`src/rtl/obs_pkg.sv`:
```
// Shared types and constants for the offset-and-bit-split unit.
// No dependencies; every other file refers to it by scoped names.
package obs_pkg;

    localparam int DATA_W = 32;   // sample and base width
    localparam int PART_W = 16;   // high/low part width
    localparam int WID_W  = 5;    // width fields, 0..16
    localparam int BLEN_W = 6;    // bit length of a 32-bit span, 0..32

    typedef logic [DATA_W-1:0] t_word;

    // result handed back by the bit-length unit
    typedef struct packed {
        logic              done;
        logic [BLEN_W-1:0] len;
    } t_blen_res;

endpackage

```
`src/rtl/obs_if.sv`:
```
// Valid/ready channel interfaces for the offset-and-bit-split unit.
// Depends on obs_pkg for field widths.
interface obs_in_if;
    logic                              valid;
    logic                              ready;
    logic signed [obs_pkg::DATA_W-1:0] sample;
    logic                              final_in;

    modport source (output valid, sample, final_in, input ready);
    modport sink   (input valid, sample, final_in, output ready);
endinterface

interface obs_out_if;
    logic                              valid;
    logic                              ready;
    logic        [obs_pkg::PART_W-1:0] high_part;
    logic        [obs_pkg::PART_W-1:0] low_part;
    logic signed [obs_pkg::DATA_W-1:0] base_offset;
    logic        [obs_pkg::WID_W-1:0]  high_width;
    logic        [obs_pkg::WID_W-1:0]  low_width;
    logic                              dropped;
    logic                              final_out;

    modport source (output valid, high_part, low_part, base_offset, high_width,
                    low_width, dropped, final_out, input ready);
    modport sink   (input valid, high_part, low_part, base_offset, high_width,
                    low_width, dropped, final_out, output ready);
endinterface

```
`src/rtl/obs_cell.sv`:
```
// One storage cell of the value chain: loads a sample when selected,
// takes its neighbor's value on a shift. Depends on obs_pkg.
module obs_cell (
    input  logic           i_clk,
    input  logic           i_load,
    input  logic           i_shift,
    input  obs_pkg::t_word i_sample,
    input  obs_pkg::t_word i_next,
    output obs_pkg::t_word o_value
);

    obs_pkg::t_word r_value;
    obs_pkg::t_word n_value;

    always_comb begin
        n_value = r_value;
        if (i_load) begin
            n_value = i_sample;
        end else if (i_shift) begin
            n_value = i_next;
        end
    end

    always_ff @(posedge i_clk) begin
        r_value <= n_value;
    end

    assign o_value = r_value;

endmodule

```
`src/rtl/obs_blen.sv`:
```
// Iterative bit-length unit: shifts the span right one bit per cycle
// and counts until it is zero. Depends on obs_pkg.
module obs_blen (
    input  logic               i_clk,
    input  logic               i_rst_n,
    input  logic               i_start,
    input  obs_pkg::t_word     i_span,
    output obs_pkg::t_blen_res o_res
);

    logic                      r_busy;
    logic                      n_busy;
    obs_pkg::t_word            r_val;
    obs_pkg::t_word            n_val;
    logic [obs_pkg::BLEN_W-1:0] r_cnt;
    logic [obs_pkg::BLEN_W-1:0] n_cnt;

    always_comb begin
        n_busy = r_busy;
        n_val  = r_val;
        n_cnt  = r_cnt;
        if (i_start) begin
            n_busy = 1'b1;
            n_val  = i_span;
            n_cnt  = '0;
        end else if (r_busy) begin
            if (r_val != '0) begin
                n_val = r_val >> 1;
                n_cnt = r_cnt + 1'b1;
            end else begin
                n_busy = 1'b0;
            end
        end
    end

    always_ff @(posedge i_clk) begin
        if (!i_rst_n) begin
            r_busy <= 1'b0;
        end else begin
            r_busy <= n_busy;
        end
        r_val <= n_val;
        r_cnt <= n_cnt;
    end

    assign o_res.done = r_busy && (r_val == '0);
    assign o_res.len  = r_cnt;

endmodule

```
`src/rtl/offset_and_bit_split_unit.sv`:
```
// Offset-and-bit-split unit. Takes one sample per cycle into a chain of
// MAX_ITEMS cells while tracking min and max; samples beyond capacity are
// dropped and flagged. After the final sample input stalls: a state forms
// the span, the shift-and-count bit-length unit finds its bit length (up to
// 32), then one result per stored value leaves per cycle while the receiver
// is ready, read from the head cell as the chain shifts.
// Depends on obs_pkg, obs_if, obs_cell and obs_blen.
module offset_and_bit_split_unit #(
    parameter int MAX_ITEMS = 64
) (
    input  logic      i_clk,
    input  logic      i_rst_n,
    obs_in_if.sink    i_in,
    obs_out_if.source o_out
);

    localparam int FILL_W = $clog2(MAX_ITEMS + 1);

    localparam logic [1:0] S_LOAD = 2'd0;
    localparam logic [1:0] S_SPAN = 2'd1;
    localparam logic [1:0] S_BLEN = 2'd2;
    localparam logic [1:0] S_EMIT = 2'd3;

    localparam obs_pkg::t_word MIN_RST = {1'b0, {(obs_pkg::DATA_W-1){1'b1}}};
    localparam obs_pkg::t_word MAX_RST = {1'b1, {(obs_pkg::DATA_W-1){1'b0}}};

    logic [1:0]                r_state;
    logic [1:0]                n_state;
    logic [FILL_W-1:0]         r_fill;
    logic [FILL_W-1:0]         n_fill;
    logic [FILL_W-1:0]         r_left;
    logic [FILL_W-1:0]         n_left;
    obs_pkg::t_word            r_min;
    obs_pkg::t_word            n_min;
    obs_pkg::t_word            r_max;
    obs_pkg::t_word            n_max;
    logic                      r_ovf;
    logic                      n_ovf;
    logic [obs_pkg::WID_W-1:0] r_lw;
    logic [obs_pkg::WID_W-1:0] n_lw;
    logic [obs_pkg::WID_W-1:0] r_hw;
    logic [obs_pkg::WID_W-1:0] n_hw;

    logic                       r_oval;
    logic                       n_oval;
    logic [obs_pkg::PART_W-1:0] r_ohigh;
    logic [obs_pkg::PART_W-1:0] r_olow;
    obs_pkg::t_word             r_obase;
    logic [obs_pkg::WID_W-1:0]  r_ohw;
    logic [obs_pkg::WID_W-1:0]  r_olw;
    logic                       r_odrop;
    logic                       r_ofinal;

    logic               w_accept;
    logic               w_store;
    logic               w_adv;
    obs_pkg::t_word     w_span;
    obs_pkg::t_word     w_off;
    obs_pkg::t_word     w_mask;
    obs_pkg::t_blen_res w_blen;
    obs_pkg::t_word     w_cell [MAX_ITEMS];

    assign i_in.ready = (r_state == S_LOAD);
    assign w_accept   = i_in.valid && i_in.ready;
    assign w_store    = w_accept && (r_fill != FILL_W'(MAX_ITEMS));
    assign w_adv      = (r_state == S_EMIT) && (r_left != '0) && (!r_oval || o_out.ready);
    assign w_span     = r_max - r_min;

    // value chain: a sample lands in the cell at the fill index; emission
    // shifts everything one cell toward the head
    for (genvar k = 0; k < MAX_ITEMS; k++) begin : g_cell
        obs_cell u_cell (
            .i_clk    (i_clk),
            .i_load   (w_store && (r_fill == FILL_W'(k))),
            .i_shift  (w_adv),
            .i_sample (i_in.sample),
            .i_next   (w_cell[(k == MAX_ITEMS - 1) ? k : k + 1]),
            .o_value  (w_cell[k])
        );
    end

    obs_blen u_blen (
        .i_clk   (i_clk),
        .i_rst_n (i_rst_n),
        .i_start (r_state == S_SPAN),
        .i_span  (w_span),
        .o_res   (w_blen)
    );

    assign w_off  = w_cell[0] - r_min;
    assign w_mask = (obs_pkg::DATA_W'(1) << r_lw) - obs_pkg::DATA_W'(1);

    always_comb begin
        n_state = r_state;
        n_fill  = r_fill;
        n_left  = r_left;
        n_min   = r_min;
        n_max   = r_max;
        n_ovf   = r_ovf;
        n_lw    = r_lw;
        n_hw    = r_hw;
        n_oval  = r_oval && !o_out.ready;
        case (r_state)
            S_LOAD: begin
                if (w_accept) begin
                    if (w_store) begin
                        n_fill = r_fill + 1'b1;
                        if ($signed(i_in.sample) < $signed(r_min)) begin
                            n_min = i_in.sample;
                        end
                        if ($signed(i_in.sample) > $signed(r_max)) begin
                            n_max = i_in.sample;
                        end
                    end else begin
                        n_ovf = 1'b1;
                    end
                    if (i_in.final_in) begin
                        n_state = S_SPAN;
                    end
                end
            end
            S_SPAN: begin
                n_state = S_BLEN;
            end
            S_BLEN: begin
                if (w_blen.done) begin
                    n_lw    = obs_pkg::WID_W'(w_blen.len >> 1);
                    n_hw    = obs_pkg::WID_W'(w_blen.len - (w_blen.len >> 1));
                    n_left  = r_fill;
                    n_state = S_EMIT;
                end
            end
            S_EMIT: begin
                if (w_adv) begin
                    n_oval = 1'b1;
                    n_left = r_left - 1'b1;
                end else if (r_left == '0) begin
                    n_fill  = '0;
                    n_min   = MIN_RST;
                    n_max   = MAX_RST;
                    n_ovf   = 1'b0;
                    n_state = S_LOAD;
                end
            end
            default: begin
                n_state = S_LOAD;
            end
        endcase
    end

    always_ff @(posedge i_clk) begin
        if (!i_rst_n) begin
            r_state <= S_LOAD;
            r_fill  <= '0;
            r_left  <= '0;
            r_min   <= MIN_RST;
            r_max   <= MAX_RST;
            r_ovf   <= 1'b0;
            r_oval  <= 1'b0;
        end else begin
            r_state <= n_state;
            r_fill  <= n_fill;
            r_left  <= n_left;
            r_min   <= n_min;
            r_max   <= n_max;
            r_ovf   <= n_ovf;
            r_oval  <= n_oval;
        end
        r_lw <= n_lw;
        r_hw <= n_hw;
        if (w_adv) begin
            r_ohigh  <= obs_pkg::PART_W'(w_off >> r_lw);
            r_olow   <= obs_pkg::PART_W'(w_off & w_mask);
            r_obase  <= r_min;
            r_ohw    <= r_hw;
            r_olw    <= r_lw;
            r_odrop  <= r_ovf;
            r_ofinal <= (r_left == FILL_W'(1));
        end
    end

    assign o_out.valid       = r_oval;
    assign o_out.high_part   = r_ohigh;
    assign o_out.low_part    = r_olow;
    assign o_out.base_offset = r_obase;
    assign o_out.high_width  = r_ohw;
    assign o_out.low_width   = r_olw;
    assign o_out.dropped     = r_odrop;
    assign o_out.final_out   = r_ofinal;

    a_fill_bound: assert property (@(posedge i_clk) disable iff (!i_rst_n)
        r_fill <= FILL_W'(MAX_ITEMS))
        else $error("fill count beyond capacity");

    a_ovf_full: assert property (@(posedge i_clk) disable iff (!i_rst_n)
        r_ovf |-> (r_fill == FILL_W'(MAX_ITEMS)))
        else $error("overflow flagged with room left");

    a_blen_state: assert property (@(posedge i_clk) disable iff (!i_rst_n)
        (w_blen.done && (r_state != S_SPAN)) |-> (r_state == S_BLEN))
        else $error("bit length finished outside its phase");

    a_block_clear: assert property (@(posedge i_clk) disable iff (!i_rst_n)
        (r_state == S_EMIT && r_left == '0 && !w_adv) |=> (r_fill == '0 && !r_ovf))
        else $error("block state not cleared after emission");

    a_final_last: assert property (@(posedge i_clk) disable iff (!i_rst_n)
        (w_adv && r_left == FILL_W'(1)) |=> (r_ofinal && r_left == '0))
        else $error("last result not marked final");

endmodule

```
`src/flat_wrapper.sv`:
```
// flat-port wrapper written by rule: the top's interface ports become plain ports
module offset_and_bit_split_unit_flat 
#(
    parameter int MAX_ITEMS = 64
)
  (i_clk, i_rst_n, i_in_valid, i_in_sample, i_in_final_in, i_in_ready, o_out_valid, o_out_high_part, o_out_low_part, o_out_base_offset, o_out_high_width, o_out_low_width, o_out_dropped, o_out_final_out, o_out_ready);
  obs_in_if i_in_i ();
  obs_out_if o_out_i ();
  input  logic i_clk;
  input  logic i_rst_n;
  input wire logic [$bits(i_in_i.valid)-1:0] i_in_valid;
  input wire logic [$bits(i_in_i.sample)-1:0] i_in_sample;
  input wire logic [$bits(i_in_i.final_in)-1:0] i_in_final_in;
  output wire logic [$bits(i_in_i.ready)-1:0] i_in_ready;
  output wire logic [$bits(o_out_i.valid)-1:0] o_out_valid;
  output wire logic [$bits(o_out_i.high_part)-1:0] o_out_high_part;
  output wire logic [$bits(o_out_i.low_part)-1:0] o_out_low_part;
  output wire logic [$bits(o_out_i.base_offset)-1:0] o_out_base_offset;
  output wire logic [$bits(o_out_i.high_width)-1:0] o_out_high_width;
  output wire logic [$bits(o_out_i.low_width)-1:0] o_out_low_width;
  output wire logic [$bits(o_out_i.dropped)-1:0] o_out_dropped;
  output wire logic [$bits(o_out_i.final_out)-1:0] o_out_final_out;
  input wire logic [$bits(o_out_i.ready)-1:0] o_out_ready;
  assign i_in_i.valid = i_in_valid;
  assign i_in_i.sample = i_in_sample;
  assign i_in_i.final_in = i_in_final_in;
  assign i_in_ready = i_in_i.ready;
  assign o_out_valid = o_out_i.valid;
  assign o_out_high_part = o_out_i.high_part;
  assign o_out_low_part = o_out_i.low_part;
  assign o_out_base_offset = o_out_i.base_offset;
  assign o_out_high_width = o_out_i.high_width;
  assign o_out_low_width = o_out_i.low_width;
  assign o_out_dropped = o_out_i.dropped;
  assign o_out_final_out = o_out_i.final_out;
  assign o_out_i.ready = o_out_ready;
  offset_and_bit_split_unit #(.MAX_ITEMS(MAX_ITEMS)) u_core (.i_clk(i_clk), .i_rst_n(i_rst_n), .i_in(i_in_i), .o_out(o_out_i));
endmodule
```
`config.mk`:
```
export PLATFORM = sky130hd
export DESIGN_NAME = offset_and_bit_split_unit_flat
export DESIGN_NICKNAME = d
export VERILOG_FILES = /design/src/rtl/obs_pkg.sv /design/src/rtl/obs_if.sv /design/src/rtl/obs_cell.sv /design/src/rtl/obs_blen.sv /design/src/rtl/offset_and_bit_split_unit.sv /design/src/flat_wrapper.sv
export SDC_FILE = /design/constraint.sdc
export NUM_CORES = 2
export LEC_CHECK = 0
export BUFFER_PORTS_ARGS = -buffer_cell sky130_fd_sc_hd__buf_2
export CORE_MARGIN = 5
export CORE_UTILIZATION = 45
export DETAILED_ROUTE_END_ITERATION = 16
export GPL_TIMING_DRIVEN = 0
export PLACE_DENSITY = 0.65
export SLEW_MARGIN = 30
export SYNTH_ARGS = -nofsm -noshare
export SYNTH_HDL_FRONTEND = slang
export SYNTH_HIERARCHICAL = 1
export SYNTH_SLANG_ARGS = --single-unit
```
`constraint.sdc`:
```
create_clock -name i_clk -period 7.8 [get_ports i_clk]
set_input_delay 0 -clock i_clk [delete_from_list [all_inputs] [get_ports i_clk]]
set_output_delay 0 -clock i_clk [all_outputs]
set_load 0.005 [all_outputs]
```
After elaboration in Yosys (flattened, before gate mapping)
Cells that the tools add are included.
{ "totals": {"ff_bits": 2255, "input_bits": 37, "output_inout_bits": 78} }
{ "classes": {"add_sub_neg": 7, "magnitude_cmp": 2, "n_eq_ne": 78, "shifts": 2, "muxes": 165, "n_bitwise": 1, "n_reduce_logical": 155} }
{ "op_table": {"columns": ["operator", "n"], "rows": [
  ["$mux W32", 139],
  ["$eq A7 B6 Y1 const B", 32],
  ["$reduce_bool A2 Y1", 67],
  ["$pmux W32 S2", 2],
  ["$eq A7 B5 Y1 const B", 16],
  ["$logic_and A1 B1 Y1", 70],
  ["$sub A32 B32 Y32", 2],
  ["$eq A7 B4 Y1 const B", 8],
  ["$mux W7", 6],
  ["$gt A32 B32 Y1", 1],
  ["$logic_not A32 Y1", 1],
  ["$lt A32 B32 Y1", 1],
  ["$reduce_bool A32 Y1", 1],
  ["$shr A32 B5 Y16", 1],
  ["$eq A7 B3 Y1 const B", 4],
  ["$pmux W7 S2", 2],
  ["$ne A2 B2 Y1 const B", 10],
  ["$and A16 B16 Y16", 1],
  ["$shl A1 B5 Y16 const A", 1],
  ["$sub A16 B2 Y16 const B", 1],
  ["$reduce_and A5 Y1", 3],
  ["$eq A7 B1 Y1 const B", 2],
  ["$eq A7 B2 Y1 const B", 2],
  ["$logic_not A7 Y1", 2],
  ["18 further kinds", 35]
]} }

Logic depth before layout (Yosys ltp)
{ "logic_depth": {"depth_word": 6, "depth_mapped": 15} }

Hierarchy
The synthesis kept the hierarchy.
{ "by_module_without_submodules": {"columns": ["module", "n_inst", "cells_each", "area_each_um2"], "rows": [
  ["obs_cell", 64, 69, 1507.7],
  ["offset_and_bit_split_unit", 1, 1692, 14186.1],
  ["obs_blen", 1, 111, 1745.4]
]} }

Least setup slack after synthesis
OpenSTA, ideal clock, no wires.
{ "synth_timing": {"path_kind": "flip-flop to flip-flop", "from": "register u_core.r_state[0]", "to": "register u_core.r_left[4]", "t_arrival_ns": 7.055, "required_time_ns": 7.681, "slack_ns": 0.626, "stages_incl_launch_ff": 7, "n_path_buf": 1, "synth_period_minus_slack_ns": 7.174, "path_cell_list": "dfxtp_1 -> ha_1 -> a21boi_1 -> nor2b_1 -> o2bb2ai_1 -> clkbuf_1 -> o221a_2"} }
{ "synth_via": {"elab_chain_cells": 5} }
{ "synth_lines": {"columns": ["item", "line", "source"], "rows": [
  ["start: declaration", "offset_and_bit_split_unit.sv:27", "logic [1:0] r_state;"],
  ["start signal: assignment", "offset_and_bit_split_unit.sv:161", "r_state <= n_state;"],
  ["$eq A2 B2 Y1", "offset_and_bit_split_unit.sv:66", "assign w_adv = (r_state == S_EMIT) && (r_left != '0) && (!r_oval || o_out.ready);"],
  ["$logic_and A1 B1 Y1 (2 in series)", "offset_and_bit_split_unit.sv:66", null],
  ["net u_core.w_adv", "offset_and_bit_split_unit.sv:56", "logic w_adv;"],
  ["$ne A2 B2 Y1 (no line)", null, null],
  ["$reduce_and A3 Y1 (no line)", null, null],
  ["end signal: assignment", "offset_and_bit_split_unit.sv:163", "r_left <= n_left;"],
  ["end: declaration", "offset_and_bit_split_unit.sv:31", "logic [FILL_W-1:0] r_left;"]
]} }
The timed path passes the listed nets, and every way through them passes these cells.
A chain may end at the register's enable or synchronous reset.

Final worst setup path
{ "layout_timing": {"from": "register u_core.r_fill[0]", "to": "register u_core.g_cell[0].u_cell.r_value[30] (enable)"} }
{ "layout_via": {"elab_chain_cells": 4} }
{ "layout_lines": {"columns": ["item", "line", "source"], "rows": [
  ["start: declaration", "offset_and_bit_split_unit.sv:29", "logic [FILL_W-1:0] r_fill;"],
  ["start signal: assignment", "offset_and_bit_split_unit.sv:162", "r_fill <= n_fill;"],
  ["$ne A7 B7 Y1", "offset_and_bit_split_unit.sv:65", "assign w_store = w_accept && (r_fill != FILL_W'(MAX_ITEMS));"],
  ["$logic_and A1 B1 Y1", "offset_and_bit_split_unit.sv:65", null],
  ["$logic_and A1 B1 Y1 *", "offset_and_bit_split_unit.sv:74", ".i_load (w_store && (r_fill == FILL_W'(k))),"],
  ["$reduce_bool A2 Y1 (no line) *", null, null],
  ["end signal: assignment", "obs_cell.sv:25", "r_value <= n_value;"],
  ["end: declaration", "obs_cell.sv:12", "obs_pkg::t_word r_value;"]
]} }
Every way passes the cells marked *; elsewhere a longest branch is shown, timed or not.

==> impl_results.rst <==
.. list-table::
   :header-rows: 1

   * - Metric
     - Value
   * - Outcome
     - finished, final reports clean
   * - Worst hold path stage count
     - 3
   * - Data required time at the worst endpoint
     - 8.27 ns
   * - Max Cap Violations
     - 0
   * - Sink Count
     - roughly 2,300
   * - Root Buffer
     - sky130_fd_sc_hd__clkbuf_16
   * - Top library cells by usage in the layout, fill and taps aside
     - 2,166 x sky130_fd_sc_hd__edfxtp_1, 1,856 x sky130_fd_sc_hd__mux2_4, 234 x sky130_fd_sc_hd__clkbuf_16, 233 x sky130_fd_sc_hd__mux2_2, 198 x sky130_fd_sc_hd__buf_12
   * - Overall overflow remaining after global route
     - 0
   * - Most common library cell in the layout ignoring fill and taps
     - sky130_fd_sc_hd__edfxtp_1
   * - Share of the clock period used by the worst path
     - 0.612
   * - Site row count
     - 183
   * - Combinational cell fraction of total power
     - 0.142
   * - CP endpoint kind
     - flop
   * - Fraction of synthesis flops using an asynchronous set or reset pin
     - 0
   * - Worst endpoint data arrival time
     - about 5.2 ns
   * - Max transition margin
     - 0.276
   * - Sum of net half-perimeters after detailed placement
     - 166 mm
   * - Maximum frequency from static timing analysis
     - ~0.21 GHz
   * - Clock Latency Late Sink
     - 0.87 ns
   * - DRC violation total after the first TritonRoute iteration
     - 4,131
   * - Reg-to-Reg Start
     - u_core/r_fill[0]
   * - Setup CP Type
     - reg2reg
   * - Post-synth EDFFs
     - 2,166
   * - Setup violation total in the final timing report
     - 0
   * - Internal reg-to-reg setup slack
     - 3.03 ns
   * - H-tree lvl count
     - 4
   * - Iteration count of the initial detailed-routing pass
     - 6
   * - Max clock buf depth
     - 3
   * - Total number of vias
     - roughly 55,000
   * - Avg Synthesized Cell Area
     - 18.1 um^2
   * - Number of warning messages in the yosys log
     - 6
   * - Core Box Area
     - 249,000 um^2
   * - Setup repair after global routing missed its margin
     - no
   * - Sequential area share after synthesis
     - 0.594
   * - Die footprint
     - 260,000 um^2
   * - Via count of the first global-routing pass
     - 57,100
   * - Average vias per placed instance
     - 5.39
   * - Fraction of power consumed by the clock network
     - 0.375
   * - Core utilization of the finished layout
     - 0.508
   * - Setup TNS
     - 0 ns
   * - Area grow syn2layout
     - 12.4%
   * - Cells traversed along the worst timing path
     - inv_1, ha_1, nand2_1, nor4b_1, nor2_1, clkbuf_1, nand3_1, nor2_1, buf_6, buf_12, or2_2
   * - Internal power consumption
     - ~21 mW
   * - Pin slew with the least headroom to its limit
     - 1.08 ns
   * - IR drop worst, VDD
     - 0.000236 V
   * - Cell with the largest stage delay on the worst path
     - sky130_fd_sc_hd__nor2_1
   * - Startpoint class of the critical path
     - flop
   * - Net Count, Synth
     - approximately 6,400
   * - Maximum fanout encountered on the critical timing path
     - 32
   * - Final Slew Violations
     - 0
   * - Top Family by Delay on Critical Path
     - simple AND/OR/NAND/NOR gates
   * - Power per unit of standard cell area
     - approximately 230 nW/um^2
   * - Syn Std Cell Area
     - around 110,000 um^2
   * - Width of the die
     - 510 um
   * - Clock-pin slew on the worst setup and hold paths
     - 0.07 ns
   * - Maximum number of pins on one net before global-route repair
     - 52
   * - Drc violations
     - 0
   * - Y dimension of the die
     - around 500 um
   * - Initial antenna violation count
     - 10
   * - Sequential share of power
     - 0.483
   * - Hold crit path type
     - in2reg
   * - Ratio of cells with drive above 1 in the final layout
     - 0.437
   * - Worst Hold Launch
     - i_rst_n
   * - Post-synthesis register bit count
     - 2,255
   * - Wire length of the first global-routing pass
     - 362 mm
   * - Main flop type after synthesis
     - sky130_fd_sc_hd__edfxtp_1
   * - Cell taking the most area after synthesis
     - sky130_fd_sc_hd__edfxtp_1
   * - Setup repair bufs after CTS
     - 0
   * - Average wire length per cell after detail routing
     - 23.8 um
   * - Count of input and output buffers
     - roughly 110
   * - Cell types with the largest area share after synthesis
     - sky130_fd_sc_hd__edfxtp_1 58%, sky130_fd_sc_hd__mux2_4 25%, sky130_fd_sc_hd__buf_12 3.4%, sky130_fd_sc_hd__mux2_2 2.3%, sky130_fd_sc_hd__dfxtp_1 1.6%
   * - Reg-to-reg critical path endpoint
     - u_core/g_cell[0].u_cell/o_value[30]
   * - Synthesized netlist cell count
     - just over 6,000
   * - Switching part of the total power
     - 0.260
   * - Share of the synthesized area in the top cell type
     - 0.579
   * - Post-synthesis cell type count
     - 99
   * - Net switching component of the power
     - about 7.5 mW
   * - Hold Violations, Final
     - 0
   * - Clock period minus final worst setup slack
     - around 4.8 ns
   * - CP dominant cell by count
     - sky130_fd_sc_hd__nor2_1
   * - Post-route clock skew
     - 0.0453 ns
   * - Final net count
     - 6,835
   * - Effective utilization at floorplan
     - 0.452
   * - Ports
     - 115
   * - Total wire length
     - 243 mm
   * - Routability-driven placement congestion ratio
     - 0.898
   * - Delay of the slowest cell on the worst path
     - approximately 0.67 ns
   * - Worst-case reg-to-reg path depth
     - 11
   * - Clock tree from TritonCTS
     - yes
   * - Cts bufs inserted
     - about 230
   * - Hold EP
     - u_core/u_blen/r_busy
   * - Global router's overall resource usage
     - 0.182
   * - Leakage
     - 39.6 nW
   * - Number of nets with antenna violations after routing
     - 0
   * - CP Buf/Inv Count
     - 4
==> Yosys cell counts, drive strengths merged (6+ instances only) <==
cell type  count
edfxtp      2166
mux2        2089
buf          275
nor2         184
a21oi        150
ha           142
nand2        138
inv          106
o21ai         99
dfxtp         89
clkbuf        80
or2           71
a21o          56
nor4          44
a21boi        38
xnor2         37
nand3         35
or3b          31
nand4         28
nor2b         25
nor3          24
xor2          22
and2          21
a211oi        20
o21a          20
and3          19
mux2i         19
a31oi         17
nand2b        13
o31ai         12
o211ai        11
a211o          9
o221a          9
a311oi         7
mux4           7
or3            7
o21bai         6
o221ai         6
==> flip-flops by register name (all words and copies together), names as in the netlist <==
| register | flops |
|---|---|
| u_core/g_cell.u_cell/o_value | 2048 |
| u_core/o_out.base_offset | 32 |
| u_core/o_out.dropped | 1 |
| u_core/o_out.final_out | 1 |
| u_core/o_out.high_part | 16 |
| u_core/o_out.high_width | 5 |
| u_core/o_out.low_part | 16 |
| u_core/o_out.low_width | 5 |
| u_core/o_out.valid | 1 |
| u_core/r_fill | 7 |
| u_core/r_hw | 5 |
| u_core/r_left | 7 |
| u_core/r_lw | 5 |
| u_core/r_max | 32 |
| u_core/r_min | 32 |
| u_core/r_ovf | 1 |
| u_core/r_state | 2 |
| u_core/u_blen/r_busy | 1 |
| u_core/u_blen/r_cnt | 6 |
| u_core/u_blen/r_val | 32 |
==> per-layer routing <==
metal | vias up | part of all wire | GRT usage
met3 | 399 | 0.049 | 0.0292
met1 | 28200 | 0.44 | 0.242
met2 | 1372 | 0.47 | 0.302
li1 | 24900 | - | -
met5 | - | 0 | 0
met4 | 0 | 0.039 | 0.0685
==> tightest hold or removal path, delay by kind of cell <==
| kind | cells | cell delay [ns] |
|---|---|---|
| buffers and inverters | 2 | 0.73 |
| AND/OR/NAND/NOR | 1 | 0.17 |
==> what timing repair did <==
action                                   CTS  global route
endpoints found under the setup margin     0             0
hold buffers                              39             0
resized for setup                          0             0
endpoints found under the hold margin   1091             0
==> cells by family after synthesis <==
kind of cell,count (synthesis),synth area share
buffers and inverters,461,0.0485
flip-flops,2255,0.594
multiplexers,2115,0.274
AO/OA/AOI/OAI,525,0.0315
XOR/XNOR,59,0.00460
AND/OR/NAND/NOR,659,0.0303
adder cells (fa/ha/maj),145,0.0163
==> worst max path at each step <==
stage,startpoint,to,slack (ns),cells past startpoint
2_1_floorplan,u_core/r_state[0],u_core/r_left[4],0.63,6
3_3_place_gp,u_core/r_state[0],u_core/r_left[5],-6.58,6
3_5_place_dp,u_core/r_min[1],u_core/o_out.high_part[2],3.12,11
4_1_cts,u_core/r_min[1],u_core/o_out.high_part[2],3.07,11
5_1_grt,u_core/r_fill[0],u_core/g_cell[0].u_cell/o_value[30],2.83,11
6_report,u_core/r_fill[0],u_core/g_cell[0].u_cell/o_value[30],3.03,11
==> layout make-up <==
class                           count  area [um^2]
Buffer                            355         5060
Clock inverter                    147         1370
Tap cell                         3330         4170
Clock buffer                      283         6040
Inverter                          106          398
Fill cell                       20000       122000
Multi-Input combinational cell   3503        40200
Timing Repair Buffer              200         2390
Sequential cell                  2255        66800
Antenna cell                        7         17.5
==> power groups by stage <==
| stage | clock network, mW | logic, mW | registers, mW |
|---|---|---|---|
| 6_report | 10.8 | 4.08 | 13.9 |
| 5_1_grt | 11.6 | 4.42 | 13.9 |
| 4_1_cts | 11.1 | 4.06 | 13.9 |
| 3_5_place_dp | 0 | 4.02 | 14.2 |
| 3_3_place_gp | 0 | 3.87 | 14.2 |
| 2_1_floorplan | 0 | 2.66 | 14.1 |
==> stage by stage <==
step                setup WS, ns  instance area, um^2  total power, mW  std cells  hold WS, ns
detailed placement          3.12               119000             18.2       9710        0.380
CTS                         3.07               126000             29.1      10200       0.0177
floorplan                  0.626               112000             16.7       6219        0.122
finish                      3.03               126000             28.8      10200        0.109
global placement           -6.58               117000             18.0       9663        0.352
global route                2.83               126000             30.0      10200       0.0446
Power figures use the tool's default switching activity.
